**config.mk**
```make
export PLATFORM = sky130hd
export DESIGN_NAME = differential_drive_odometry
export DESIGN_NICKNAME = d
export VERILOG_FILES = /design/src/design/ddo_pkg.sv /design/src/design/differential_drive_odometry.sv /design/src/design/ddo_ctrl.sv /design/src/design/ddo_dp.sv
export SDC_FILE = /design/constraint.sdc
export NUM_CORES = 2
export LEC_CHECK = 0
export BUFFER_PORTS_ARGS = -buffer_cell sky130_fd_sc_hd__buf_2
export CAP_MARGIN = 20
export CORE_UTILIZATION = 65
export CTS_CLUSTER_DIAMETER = 30
export DETAILED_ROUTE_END_ITERATION = 8
export GPL_ROUTABILITY_DRIVEN = 0
export PLACE_DENSITY = 0.84
export SLEW_MARGIN = 20
export SYNTH_ARGS = -nofsm -noshare
export SYNTH_HDL_FRONTEND = slang
export SYNTH_HIERARCHICAL = 1
export SYNTH_SLANG_ARGS = --single-unit
```
**constraint.sdc**
```tcl
create_clock -name clk_i -period 16.6 [get_ports clk_i]
set_input_delay 1.66 -clock clk_i [delete_from_list [all_inputs] [get_ports clk_i]]
set_output_delay 1.66 -clock clk_i [all_outputs]
set_load 0.02 [all_outputs]
```
**src/design/ddo_pkg.sv**
```systemverilog
// ----------------------------------------------------------------------------
// ddo_pkg
// Shared types, constants and the arctangent table for the differential-drive
// odometry block.
// ----------------------------------------------------------------------------
`default_nettype none

package ddo_pkg;

  // Number of CORDIC rotations; more than 32 is capped to the table size.
  localparam int CORDIC_STEPS = 24;
  localparam int CordicIters  = (CORDIC_STEPS > 32) ? 32 : CORDIC_STEPS;
  localparam int StepW        = 5;
  localparam logic [StepW-1:0] StepLast = StepW'(CordicIters - 1);

  // CORDIC gain compensation, Q2.30.
  localparam logic signed [31:0] CordicGain = 32'sh26DD3B6A;

  typedef enum logic {
    CMD_UPDATE = 1'b0,
    CMD_CLEAR  = 1'b1
  } ddo_cmd_e;

  typedef enum logic {
    REG_DIST_PER_TICK  = 1'b0,
    REG_ANGLE_PER_TICK = 1'b1
  } ddo_reg_e;

  // Operand pairs for the shared multiplier.
  typedef enum logic [1:0] {
    MUL_TURN = 2'd0,
    MUL_DIST = 2'd1,
    MUL_XCOS = 2'd2,
    MUL_YSIN = 2'd3
  } ddo_mul_e;

  typedef struct packed {
    logic               command;
    logic signed [31:0] left_count;
    logic signed [31:0] right_count;
  } ddo_in_t;

  typedef struct packed {
    logic signed [31:0] pose_x;
    logic signed [31:0] pose_y;
    logic        [31:0] heading;
  } ddo_out_t;

  // Commands from the controller to the datapath.
  typedef struct packed {
    logic             load;
    logic             clear_pose;
    logic             mul_en;
    logic             mul_hi;
    ddo_mul_e         mul_sel;
    logic             head_add;
    logic             dist_cap;
    logic             cordic_init;
    logic             cordic_step;
    logic             cordic_fix;
    logic             x_add;
    logic             y_add;
    logic             out_load;
    logic [StepW-1:0] step;
  } ddo_ctrl_t;

  // atan(2^-i) as a binary angle, full turn = 2^32.
  function automatic logic [31:0] atan_lut(input logic [StepW-1:0] idx);
    logic [31:0] val;
    unique case (idx)
      5'd0:  val = 32'h20000000;
      5'd1:  val = 32'h12E4051E;
      5'd2:  val = 32'h09FB385B;
      5'd3:  val = 32'h051111D4;
      5'd4:  val = 32'h028B0D43;
      5'd5:  val = 32'h0145D7E1;
      5'd6:  val = 32'h00A2F61E;
      5'd7:  val = 32'h00517C55;
      5'd8:  val = 32'h0028BE53;
      5'd9:  val = 32'h00145F2F;
      5'd10: val = 32'h000A2F98;
      5'd11: val = 32'h000517CC;
      5'd12: val = 32'h00028BE6;
      5'd13: val = 32'h000145F3;
      5'd14: val = 32'h0000A2FA;
      5'd15: val = 32'h0000517D;
      5'd16: val = 32'h000028BE;
      5'd17: val = 32'h0000145F;
      5'd18: val = 32'h00000A30;
      5'd19: val = 32'h00000518;
      5'd20: val = 32'h0000028C;
      5'd21: val = 32'h00000146;
      5'd22: val = 32'h000000A3;
      5'd23: val = 32'h00000051;
      5'd24: val = 32'h00000029;
      5'd25: val = 32'h00000014;
      5'd26: val = 32'h0000000A;
      5'd27: val = 32'h00000005;
      5'd28: val = 32'h00000003;
      5'd29: val = 32'h00000001;
      5'd30: val = 32'h00000001;
      5'd31: val = 32'h00000000;
      default: val = 32'h00000000;
    endcase
    return val;
  endfunction

endpackage

`default_nettype wire

```
**src/design/differential_drive_odometry.sv**
```systemverilog
// ----------------------------------------------------------------------------
// differential_drive_odometry
// Fixed-point pose integrator for a differential-drive base, driven by
// absolute wheel encoder counts.
// ----------------------------------------------------------------------------
// An update runs the two-pass shared multiplier, the CORDIC iterations of the
// shift-add unit and the pose accumulation before its pose is loaded; a clear
// goes straight to the output load. No new transaction is taken until the last
// one is in the output register, which waits while a result is still unread.
// Reset clears pose, stored counts and both configuration registers.
`default_nettype none

module differential_drive_odometry (
  input  wire logic               clk_i,
  input  wire logic               rst_ni,
  input  wire logic               cfg_we_i,
  input  wire logic               cfg_idx_i,
  input  wire logic [31:0]        cfg_data_i,
  input  wire logic               in_valid_i,
  output logic                    in_ready_o,
  input  wire ddo_pkg::ddo_in_t   in_data_i,
  output logic                    out_valid_o,
  input  wire logic               out_ready_i,
  output ddo_pkg::ddo_out_t       out_data_o
);

  ddo_pkg::ddo_ctrl_t ctrl;

  ddo_ctrl u_ctrl (
    .clk_i       (clk_i),
    .rst_ni      (rst_ni),
    .in_valid_i  (in_valid_i),
    .in_clear_i  (in_data_i.command == ddo_pkg::CMD_CLEAR),
    .in_ready_o  (in_ready_o),
    .out_valid_o (out_valid_o),
    .out_ready_i (out_ready_i),
    .ctrl_o      (ctrl)
  );

  ddo_dp u_dp (
    .clk_i      (clk_i),
    .rst_ni     (rst_ni),
    .in_data_i  (in_data_i),
    .cfg_we_i   (cfg_we_i),
    .cfg_idx_i  (cfg_idx_i),
    .cfg_data_i (cfg_data_i),
    .ctrl_i     (ctrl),
    .out_data_o (out_data_o)
  );

  // A new result never overwrites one that is still waiting.
  assert property (@(posedge clk_i) disable iff (!rst_ni)
    ctrl.out_load |-> !(out_valid_o && !out_ready_i))
    else $error("result register overwritten while occupied");

  // The block is busy right after it takes a transaction.
  assert property (@(posedge clk_i) disable iff (!rst_ni)
    (in_valid_i && in_ready_o) |=> !in_ready_o)
    else $error("input accepted twice in a row");

  // Major datapath phases never overlap.
  assert property (@(posedge clk_i) disable iff (!rst_ni)
    $onehot0({ctrl.load, ctrl.clear_pose, ctrl.cordic_init, ctrl.cordic_step,
              ctrl.cordic_fix, ctrl.out_load}))
    else $error("overlapping datapath commands");

endmodule

`default_nettype wire

```
**src/design/ddo_ctrl.sv**
```systemverilog
// ----------------------------------------------------------------------------
// ddo_ctrl
// Sequencer for the odometry datapath: multiplier passes, CORDIC iterations,
// pose accumulation and the output handshake.
// ----------------------------------------------------------------------------
`default_nettype none

module ddo_ctrl (
  input  wire logic               clk_i,
  input  wire logic               rst_ni,
  input  wire logic               in_valid_i,
  input  wire logic               in_clear_i,
  output logic                    in_ready_o,
  output logic                    out_valid_o,
  input  wire logic               out_ready_i,
  output ddo_pkg::ddo_ctrl_t      ctrl_o
);

  typedef enum logic [3:0] {
    S_IDLE,
    S_TURN_LO,
    S_TURN_HI,
    S_DIST_LO,
    S_DIST_HI,
    S_CINIT,
    S_CORDIC,
    S_FIX,
    S_XLO,
    S_XHI,
    S_YLO,
    S_YHI,
    S_YADD,
    S_DONE
  } state_e;

  state_e                       state_q, state_d;
  logic [ddo_pkg::StepW-1:0]    iter_q, iter_d;
  logic                         out_valid_q, out_valid_d;
  logic                         out_free;

  assign out_free    = !out_valid_q || out_ready_i;
  assign in_ready_o  = (state_q == S_IDLE);
  assign out_valid_o = out_valid_q;

  always_comb begin
    state_d = state_q;
    iter_d  = iter_q;
    ctrl_o  = '0;
    ctrl_o.mul_sel = ddo_pkg::MUL_TURN;
    ctrl_o.step    = iter_q;
    unique case (state_q)
      S_IDLE: begin
        if (in_valid_i) begin
          if (in_clear_i) begin
            ctrl_o.clear_pose = 1'b1;
            state_d = S_DONE;
          end else begin
            ctrl_o.load = 1'b1;
            state_d = S_TURN_LO;
          end
        end
      end
      S_TURN_LO: begin
        ctrl_o.mul_en = 1'b1;
        state_d = S_TURN_HI;
      end
      S_TURN_HI: begin
        ctrl_o.mul_en = 1'b1;
        ctrl_o.mul_hi = 1'b1;
        state_d = S_DIST_LO;
      end
      S_DIST_LO: begin
        ctrl_o.head_add = 1'b1;
        ctrl_o.mul_en   = 1'b1;
        ctrl_o.mul_sel  = ddo_pkg::MUL_DIST;
        state_d = S_DIST_HI;
      end
      S_DIST_HI: begin
        ctrl_o.mul_en  = 1'b1;
        ctrl_o.mul_hi  = 1'b1;
        ctrl_o.mul_sel = ddo_pkg::MUL_DIST;
        state_d = S_CINIT;
      end
      S_CINIT: begin
        ctrl_o.dist_cap    = 1'b1;
        ctrl_o.cordic_init = 1'b1;
        iter_d  = '0;
        state_d = S_CORDIC;
      end
      S_CORDIC: begin
        ctrl_o.cordic_step = 1'b1;
        if (iter_q == ddo_pkg::StepLast) begin
          state_d = S_FIX;
        end else begin
          iter_d = iter_q + 1'b1;
        end
      end
      S_FIX: begin
        ctrl_o.cordic_fix = 1'b1;
        state_d = S_XLO;
      end
      S_XLO: begin
        ctrl_o.mul_en  = 1'b1;
        ctrl_o.mul_sel = ddo_pkg::MUL_XCOS;
        state_d = S_XHI;
      end
      S_XHI: begin
        ctrl_o.mul_en  = 1'b1;
        ctrl_o.mul_hi  = 1'b1;
        ctrl_o.mul_sel = ddo_pkg::MUL_XCOS;
        state_d = S_YLO;
      end
      S_YLO: begin
        ctrl_o.x_add   = 1'b1;
        ctrl_o.mul_en  = 1'b1;
        ctrl_o.mul_sel = ddo_pkg::MUL_YSIN;
        state_d = S_YHI;
      end
      S_YHI: begin
        ctrl_o.mul_en  = 1'b1;
        ctrl_o.mul_hi  = 1'b1;
        ctrl_o.mul_sel = ddo_pkg::MUL_YSIN;
        state_d = S_YADD;
      end
      S_YADD: begin
        ctrl_o.y_add = 1'b1;
        state_d = S_DONE;
      end
      S_DONE: begin
        // Hand the pose to the output register once it is free.
        if (out_free) begin
          ctrl_o.out_load = 1'b1;
          state_d = S_IDLE;
        end
      end
      default: state_d = S_IDLE;
    endcase
    out_valid_d = (out_valid_q && !out_ready_i) || ctrl_o.out_load;
  end

  always_ff @(posedge clk_i or negedge rst_ni) begin
    if (!rst_ni) begin
      state_q     <= S_IDLE;
      iter_q      <= '0;
      out_valid_q <= 1'b0;
    end else begin
      state_q     <= state_d;
      iter_q      <= iter_d;
      out_valid_q <= out_valid_d;
    end
  end

endmodule

`default_nettype wire

```
**src/design/ddo_dp.sv**
```systemverilog
// ----------------------------------------------------------------------------
// ddo_dp
// Odometry datapath: encoder deltas, a two-pass shared multiplier, a
// shift-add CORDIC unit, pose accumulators and the result register.
// ----------------------------------------------------------------------------
`default_nettype none

module ddo_dp (
  input  wire logic                clk_i,
  input  wire logic                rst_ni,
  input  wire ddo_pkg::ddo_in_t    in_data_i,
  input  wire logic                cfg_we_i,
  input  wire logic                cfg_idx_i,
  input  wire logic [31:0]         cfg_data_i,
  input  wire ddo_pkg::ddo_ctrl_t  ctrl_i,
  output ddo_pkg::ddo_out_t        out_data_o
);

  // Configuration and architectural state.
  logic        [31:0] dist_tick_q, angle_tick_q;
  logic        [31:0] prev_left_q, prev_right_q;
  logic        [31:0] x_acc_q, y_acc_q, heading_q;

  // Working registers.
  logic signed [32:0] sum_q, diff_q;
  logic signed [61:0] prod_q, prod_d;
  logic signed [31:0] dist_q;
  logic signed [31:0] cx_q, cy_q, z_q;
  logic               quad_q;
  ddo_pkg::ddo_out_t  out_q;

  // Delta computation.
  logic signed [31:0] dl, dr;
  assign dl = signed'(in_data_i.left_count - prev_left_q);
  assign dr = signed'(in_data_i.right_count - prev_right_q);

  // Shared multiplier: 33-bit signed A times a 17-bit slice of 33-bit B.
  logic signed [32:0] a_op, b_op;
  logic signed [16:0] b_part;
  logic signed [49:0] partial;
  logic signed [61:0] partial_ext;

  always_comb begin
    unique case (ctrl_i.mul_sel)
      ddo_pkg::MUL_TURN: begin
        a_op = diff_q;
        b_op = signed'({1'b0, angle_tick_q});
      end
      ddo_pkg::MUL_DIST: begin
        a_op = sum_q;
        b_op = signed'({1'b0, dist_tick_q});
      end
      ddo_pkg::MUL_XCOS: begin
        a_op = 33'(dist_q);
        b_op = 33'(cx_q);
      end
      ddo_pkg::MUL_YSIN: begin
        a_op = 33'(dist_q);
        b_op = 33'(cy_q);
      end
      default: begin
        a_op = '0;
        b_op = '0;
      end
    endcase
    b_part      = ctrl_i.mul_hi ? b_op[32:16] : signed'({1'b0, b_op[15:0]});
    partial     = a_op * b_part;
    partial_ext = 62'(partial);
    prod_d      = ctrl_i.mul_hi ? (prod_q + (partial_ext <<< 16)) : partial_ext;
  end

  // CORDIC rotation step.
  logic signed [31:0] dx, dy, atan_s;
  logic        [31:0] fold_sum;
  assign dx       = cy_q >>> ctrl_i.step;
  assign dy       = cx_q >>> ctrl_i.step;
  assign atan_s   = signed'(ddo_pkg::atan_lut(ctrl_i.step));
  assign fold_sum = heading_q + 32'h4000_0000;

  always_ff @(posedge clk_i or negedge rst_ni) begin
    if (!rst_ni) begin
      dist_tick_q  <= '0;
      angle_tick_q <= '0;
      prev_left_q  <= '0;
      prev_right_q <= '0;
      x_acc_q      <= '0;
      y_acc_q      <= '0;
      heading_q    <= '0;
    end else begin
      if (cfg_we_i) begin
        unique case (cfg_idx_i)
          ddo_pkg::REG_DIST_PER_TICK:  dist_tick_q  <= cfg_data_i;
          ddo_pkg::REG_ANGLE_PER_TICK: angle_tick_q <= cfg_data_i;
          default: ;
        endcase
      end
      if (ctrl_i.load) begin
        prev_left_q  <= in_data_i.left_count;
        prev_right_q <= in_data_i.right_count;
      end
      if (ctrl_i.clear_pose) begin
        x_acc_q   <= '0;
        y_acc_q   <= '0;
        heading_q <= '0;
      end else begin
        if (ctrl_i.head_add) heading_q <= heading_q + prod_q[31:0];
        if (ctrl_i.x_add)    x_acc_q   <= x_acc_q + prod_q[61:30];
        if (ctrl_i.y_add)    y_acc_q   <= y_acc_q + prod_q[61:30];
      end
    end
  end

  always_ff @(posedge clk_i) begin
    if (ctrl_i.load) begin
      sum_q  <= 33'(dl) + 33'(dr);
      diff_q <= 33'(dr) - 33'(dl);
    end
    if (ctrl_i.mul_en) begin
      prod_q <= prod_d;
    end
    if (ctrl_i.dist_cap) begin
      dist_q <= signed'(prod_q[48:17]);
    end
    // Angles in the back half-plane are turned by half a turn and the
    // resulting vector is negated afterwards.
    if (ctrl_i.cordic_init) begin
      quad_q <= fold_sum[31];
      z_q    <= signed'(heading_q - {fold_sum[31], 31'd0});
      cx_q   <= ddo_pkg::CordicGain;
      cy_q   <= '0;
    end else if (ctrl_i.cordic_step) begin
      if (!z_q[31]) begin
        cx_q <= cx_q - dx;
        cy_q <= cy_q + dy;
        z_q  <= z_q - atan_s;
      end else begin
        cx_q <= cx_q + dx;
        cy_q <= cy_q - dy;
        z_q  <= z_q + atan_s;
      end
    end else if (ctrl_i.cordic_fix && quad_q) begin
      cx_q <= -cx_q;
      cy_q <= -cy_q;
    end
    if (ctrl_i.out_load) begin
      out_q.pose_x  <= signed'(x_acc_q);
      out_q.pose_y  <= signed'(y_acc_q);
      out_q.heading <= heading_q;
    end
  end

  assign out_data_o = out_q;

endmodule

`default_nettype wire
```
Word-level counts from Yosys, hierarchy flattened
Memories as Yosys holds them, arrays and structs flattened.
Cells that the tools add are included.
- register bits after elaboration: 587
- memory bits (read-only): 960
- bits of input ports: 103
- output and inout port bits: 98
- logic and storage cells: 131
- memories: 1
- memory list (memory ; depth ; bits a word ; read ports ; clocked after Yosys merged registers in ; wr ports ; line ; RTL):
    (name not given) ; 32 ; 30 ; 1 ; 0 ; 0 ; ddo_pkg.sv:70 ; unique case (idx)
- $add $sub $neg: 19
- multipliers: 1
- eq/ne operators: 21
- shifts and indexed selects: 2
- muxes and demuxes: 41
- bitwise gates (word level): 1
- reduce and logical (&&, ||, !) cells: 24
- operator list (cell ; count):
    32-bit 2-to-1 mux ; 15
    32-bit adder ; 6
    32-bit subtractor ; 6
    33-bit one-hot mux with 4 select lines ; 1
    33-bit one-hot mux with 3 select lines ; 1
    32-bit negation ; 2
    32-bit by 5-bit >>> shifter with 32-bit output ; 2
    62-bit adder ; 1
    62-bit 2-to-1 mux ; 1
    4-bit one-hot mux with 14 select lines ; 1
    33-bit by 17-bit multiplier with 50-bit output ; 1
    32-bit by 32-bit adder with 33-bit output ; 1
    32-bit by 32-bit subtractor with 33-bit output ; 1
    32-bit by 31-bit adder with 32-bit output (second input constant) ; 1
    4-bit equality test (second input constant) ; 6
    17-bit 2-to-1 mux ; 1
    4-bit by 3-bit equality test with 1-bit output (second input constant) ; 4
    4-bit 2-to-1 mux ; 4
    2-bit nonzero test ; 6
    1-bit 2-to-1 mux ; 11
    5-bit one-hot mux with 2 select lines ; 1
    4-bit by 2-bit equality test with 1-bit output (second input constant) ; 2
    2-bit OR reduction ; 4
    8-bit OR reduction ; 1
    19 further kinds ; 29

Logic depth before layout (Yosys ltp)
- word-level depth: 9
- gate-level depth with buffers: 46
- mapped depth without buffers: 42

Modules after synthesis
The synthesis kept the hierarchy.
- by module, submodules not included (module ; instances ; cells each ; area each (um^2) ; sequential area each (um^2)):
    ddo_dp ; 1 ; 7212 ; 65414.0 ; 15534.9
    ddo_ctrl ; 1 ; 76 ; 720.7 ; 250.2

Worst setup path before layout
No wires, ideal clock.
- path type: register to register
- start point: register u_ctrl.state_q[3]
- end point: register u_dp.prod_q[60] (data pin)
- library setup time: 254 ps
- arrival: 10425 ps
- required time: 16346 ps
- slack: 5921 ps
- cell stages (with the launch flop): 44
- path buffers: 5
- clock period less this slack: 10679 ps
- path through: dfrtp_1 buf_6 nand2b_1 o32ai_1 buf_1 clkbuf_1 clkbuf_1 mux2i_1 o21a_1 clkbuf_1 nor2_1 fa_1 inv_1 fa_1 fa_1 fa_1 inv_1 fa_1 [... 8 more ...] o21a_1 o21ai_0 a21boi_0 o21ai_0 nor2b_1 xnor2_1 ha_1 a21o_1 a21o_1 a21oi_1 o21ai_0 and3_1 a211oi_1 o21ai_0 a41oi_1 o21ai_0 xor2_1 a21o_1
- RTL lines (item ; line ; RTL):
    start, declared ; ddo_ctrl.sv:36 ; state_e state_q, state_d;
    start signal, assigned ; ddo_ctrl.sv:147 ; state_q <= state_d;
    end signal, assigned ; ddo_dp.sv:119 ; prod_q <= prod_d;
    end, declared ; ddo_dp.sv:26 ; logic signed [61:0] prod_q, prod_d;

==> flow_metrics.env <==
export IMPL_status="finished with violations"
export IMPL_violations="design-rule violations"
export IMPL_die_w_um=321
export IMPL_drtAntennaViolNets=0
export IMPL_fin_setup_tns_ns=0
export IMPL_netlist_instances=7288
export IMPL_synth_ff_type="edfxtp_1"
export IMPL_critPathArrivalTime_ns=13.02
export IMPL_final_hold_viol_count=0
export IMPL_pre_cts_slack_ns=4.57
export IMPL_synth_fp_nets=8424
export IMPL_grt_usage_pct=39.7
export IMPL_area_growth_pct=10.4
export IMPL_layout_min_cycle_time_ns=12.50
export IMPL_rsz0062_at_grt="false"
export IMPL_die_h_um=321
export IMPL_cp_end_kind="flip-flop"
export IMPL_first_iter_violations=7836
export IMPL_final_cell_mix="823 x inv_1, 768 x nand2_1, 680 x nor2_1"
export IMPL_final_net_count=8498
export IMPL_dieArea_mm2=0.103
export IMPL_max_stage_delay_ns=0.76
export IMPL_period_share_pct=75.3
export IMPL_final_common_cell="inv_1"
export IMPL_wl_per_cell_um=23.0
export IMPL_seq_area_frac_synth_pct=23.9
export IMPL_worst_pin_slew_ns=1.19
export IMPL_ios=201
export IMPL_cp_slowest_cell="dfrtp_1"
export IMPL_layout_drive_gt1_share_pct=10.3
export IMPL_nFillCells=6885
export IMPL_synth_edf_count=288
export IMPL_antenna_found_initial=8
export IMPL_cts_resized=0
export IMPL_timing_setup_critical_path_class="reg -> reg"
export IMPL_grt_pass1_wl_um=318000
export IMPL_cts_tree="built"
export IMPL_start_util_pct=65.8
export IMPL_numCtsBuffers=137
export IMPL_crit_path_max_fanout=37
export IMPL_drtPass1Iterations=9
export IMPL_grt_pass1_vias=58327
export IMPL_min_delay_path_class="reg -> reg"
export IMPL_cp_common_cell="fa_1"
export IMPL_portBuffers=200
export IMPL_cpLargestDelayFamily="adder cells"
export IMPL_synth_cell_type_count=103
export IMPL_ys_warn_count=6
export IMPL_regToRegSetupSlack_ns=4.10
export IMPL_grt_ovfl_total=0
export IMPL_cts_root_buf="clkbuf_16"
export IMPL_dp_hpwl_um=147000
export IMPL_clkTransAtPathRegs_ns=0.05
export IMPL_setup_ws_ns=4.10
export IMPL_placementRows=116
export IMPL_finClkSkew_ns=0.0598
export IMPL_htree_levels=4
export IMPL_synthesis_area_mm2=0.0661
export IMPL_via_per_inst=6.56
export IMPL_cp_required_ns=17.12
export IMPL_clock_sinks=586
export IMPL_insertion_delay_ns=0.78
export IMPL_grt_max_degree=190
export IMPL_critPathBufInv=6
export IMPL_synth_seq_cells=586
export IMPL_slew_viol_final=0
export IMPL_async_reset_ff_share_pct=39.9
export IMPL_fmax_mhz=80.0
export IMPL_postSynthAreaPerCell_um2=9.07
export IMPL_core_area_mm2=0.100
export IMPL_drc_errors=1
export IMPL_holdBufCountCts=0
export IMPL_clock_path_buffers=3
export IMPL_max_slew_margin_pct=20.2
export IMPL_finalWirelength_um=203000
export IMPL_vias=57997
export IMPL_maxCapViolCount=0
export IMPL_post_cts_buffers=0
export IMPL_worstSetupStartpointType="flip-flop"
export IMPL_setup_violations=0
## Yosys cell counts, types with 13 or more instances
master    count  area share (%)
a211o_1      17            0.23
a211oi_1     81            0.92
a21boi_0     22            0.25
a21o_1      194             2.2
a21oi_1     423             3.2
a31oi_1      65            0.61
a41oi_1      13            0.17
and2_1       47            0.44
and3_1       47            0.44
buf_1        58            0.33
clkbuf_1    246             1.4
dfrtp_1     234             8.9
dfxtp_1      64             1.9
edfxtp_1    288              13
fa_1        547              17
ha_1        486             9.2
inv_1       824             4.7
mux2_2      118             2.0
mux2i_1     135             2.0
mux4_1       15            0.60
mux4_2       85             2.9
nand2_1     771             4.4
nand2b_1     82            0.78
nand3_1      80            0.61
nand4_1      35            0.33
nor2_1      681             3.9
nor2b_1      62            0.59
nor3_1       91            0.69
nor3b_1      14            0.16
nor4_1       17            0.16
o211ai_1     49            0.56
o21a_1       91             1.0
o21ai_0     347             2.6
o21ai_1      20            0.15
o21bai_1     58            0.66
o22ai_1      25            0.24
o31ai_1      38            0.43
o41ai_1      17            0.23
or2_2        14            0.13
or3_1        36            0.34
xnor2_1     326             4.3
xor2_1      185             2.5
## worst reg2reg max path: cells and delay by family (launching register included)
| family | cells | cell delay [ns] |
|---|---|---|
| fa+ha+maj | 8 | 3.94 |
| compound gates | 15 | 3.23 |
| simple gates | 8 | 1.77 |
| buf+inv | 6 | 1.61 |
| flops | 1 | 0.76 |
| mux | 1 | 0.60 |
| xor+xnor | 2 | 0.37 |
## stage by stage
step / utilization [%] / std cells / hold slack (ns) / instance area, um^2
after floorplan: - / 7288 / 0.440 / 66100
after global placement: 67.8 / 8578 / 0.455 / 68100
after detailed placement: 67.8 / 8579 / 0.462 / 68100
after CTS: 72.6 / 8831 / 0.475 / 73000
after global routing: 72.7 / 8835 / 0.488 / 73000
final: 72.7 / 8837 / 0.472 / 73000
## layer usage
layer | track usage, % | part of all wire [%] | vias up
met2 | 61.7 | 45 | 3915
met4 | 30.9 | 9.2 | 8
met3 | 12.9 | 12 | 1257
met1 | 45.3 | 34 | 27660
li1 | - | - | 25157
met5 | 1.13 | 0.087 | -
## final cells by class
cell class | count | area [um^2] | share of cell area (%)
multi-input combinational | 5541 | 46000 | 63.0
timing repair buffer | 265 | 1520 | 2.09
clock buffer | 162 | 3660 | 5.02
clock inverter | 90 | 1200 | 1.65
inverter | 831 | 3120 | 4.27
sequential | 586 | 15800 | 21.6
tap | 1357 | 1700 | 2.33
antenna | 5 | 12.5 | 0.0171
## kinds of logic (layout without fill, tap and decap cells)
group | count (synthesis) | in the layout | share of synthesized area, %
fa+ha+maj | 1033 | 1033 | 25.8
other cells | 0 | 5 | 0
buf+inv | 1161 | 1348 | 6.79
compound gates | 1610 | 1610 | 15.6
simple gates | 2030 | 2030 | 13.6
mux | 356 | 356 | 7.61
flops | 586 | 586 | 23.9
xor+xnor | 512 | 512 | 6.79
## flip-flops by register name, summed over array words and instances, names as in the netlist, 4 cells and up
register	flops
u_dp/prev_left_q	32
u_ctrl/state_q	4
u_dp/dist_tick_q	32
u_ctrl/iter_q	5
u_dp/z_q	32
u_dp/cx_q	32
u_dp/dist_q	32
u_dp/x_acc_q	32
u_dp/sum_q	33
u_dp/diff_q	32
u_dp/y_acc_q	32
u_dp/heading_q	32
u_dp/prev_right_q	32
u_dp/out_data_o	96
u_dp/cy_q	32
u_dp/prod_q	62
u_dp/angle_tick_q	32
## final timing paths
kind / endpoint / from / cells past startpoint
min in group asynchronous: u_dp/dist_tick_q[17]$_DFFE_PN0P_ / rst_ni / 1
setup / recovery: u_dp/prod_q[59]$_DFFE_PP_ / u_ctrl/state_q[2]$_DFFE_PN0P_ / 40
hold / removal: u_dp/out_data_o[63]$_DFFE_PP_ / u_dp/y_acc_q[31]$_DFFE_PN0P_ / 0
hold reg to reg: u_dp/out_data_o[63]$_DFFE_PP_ / u_dp/y_acc_q[31]$_DFFE_PN0P_ / 0
max in group asynchronous: u_dp/prev_right_q[14]$_DFFE_PN0P_ / rst_ni / 3
setup reg to reg: u_dp/prod_q[59]$_DFFE_PP_ / u_ctrl/state_q[2]$_DFFE_PN0P_ / 40
Power is not shown: default switching activity piles up to over one toggle a cycle in this logic, so the estimate is an artifact.
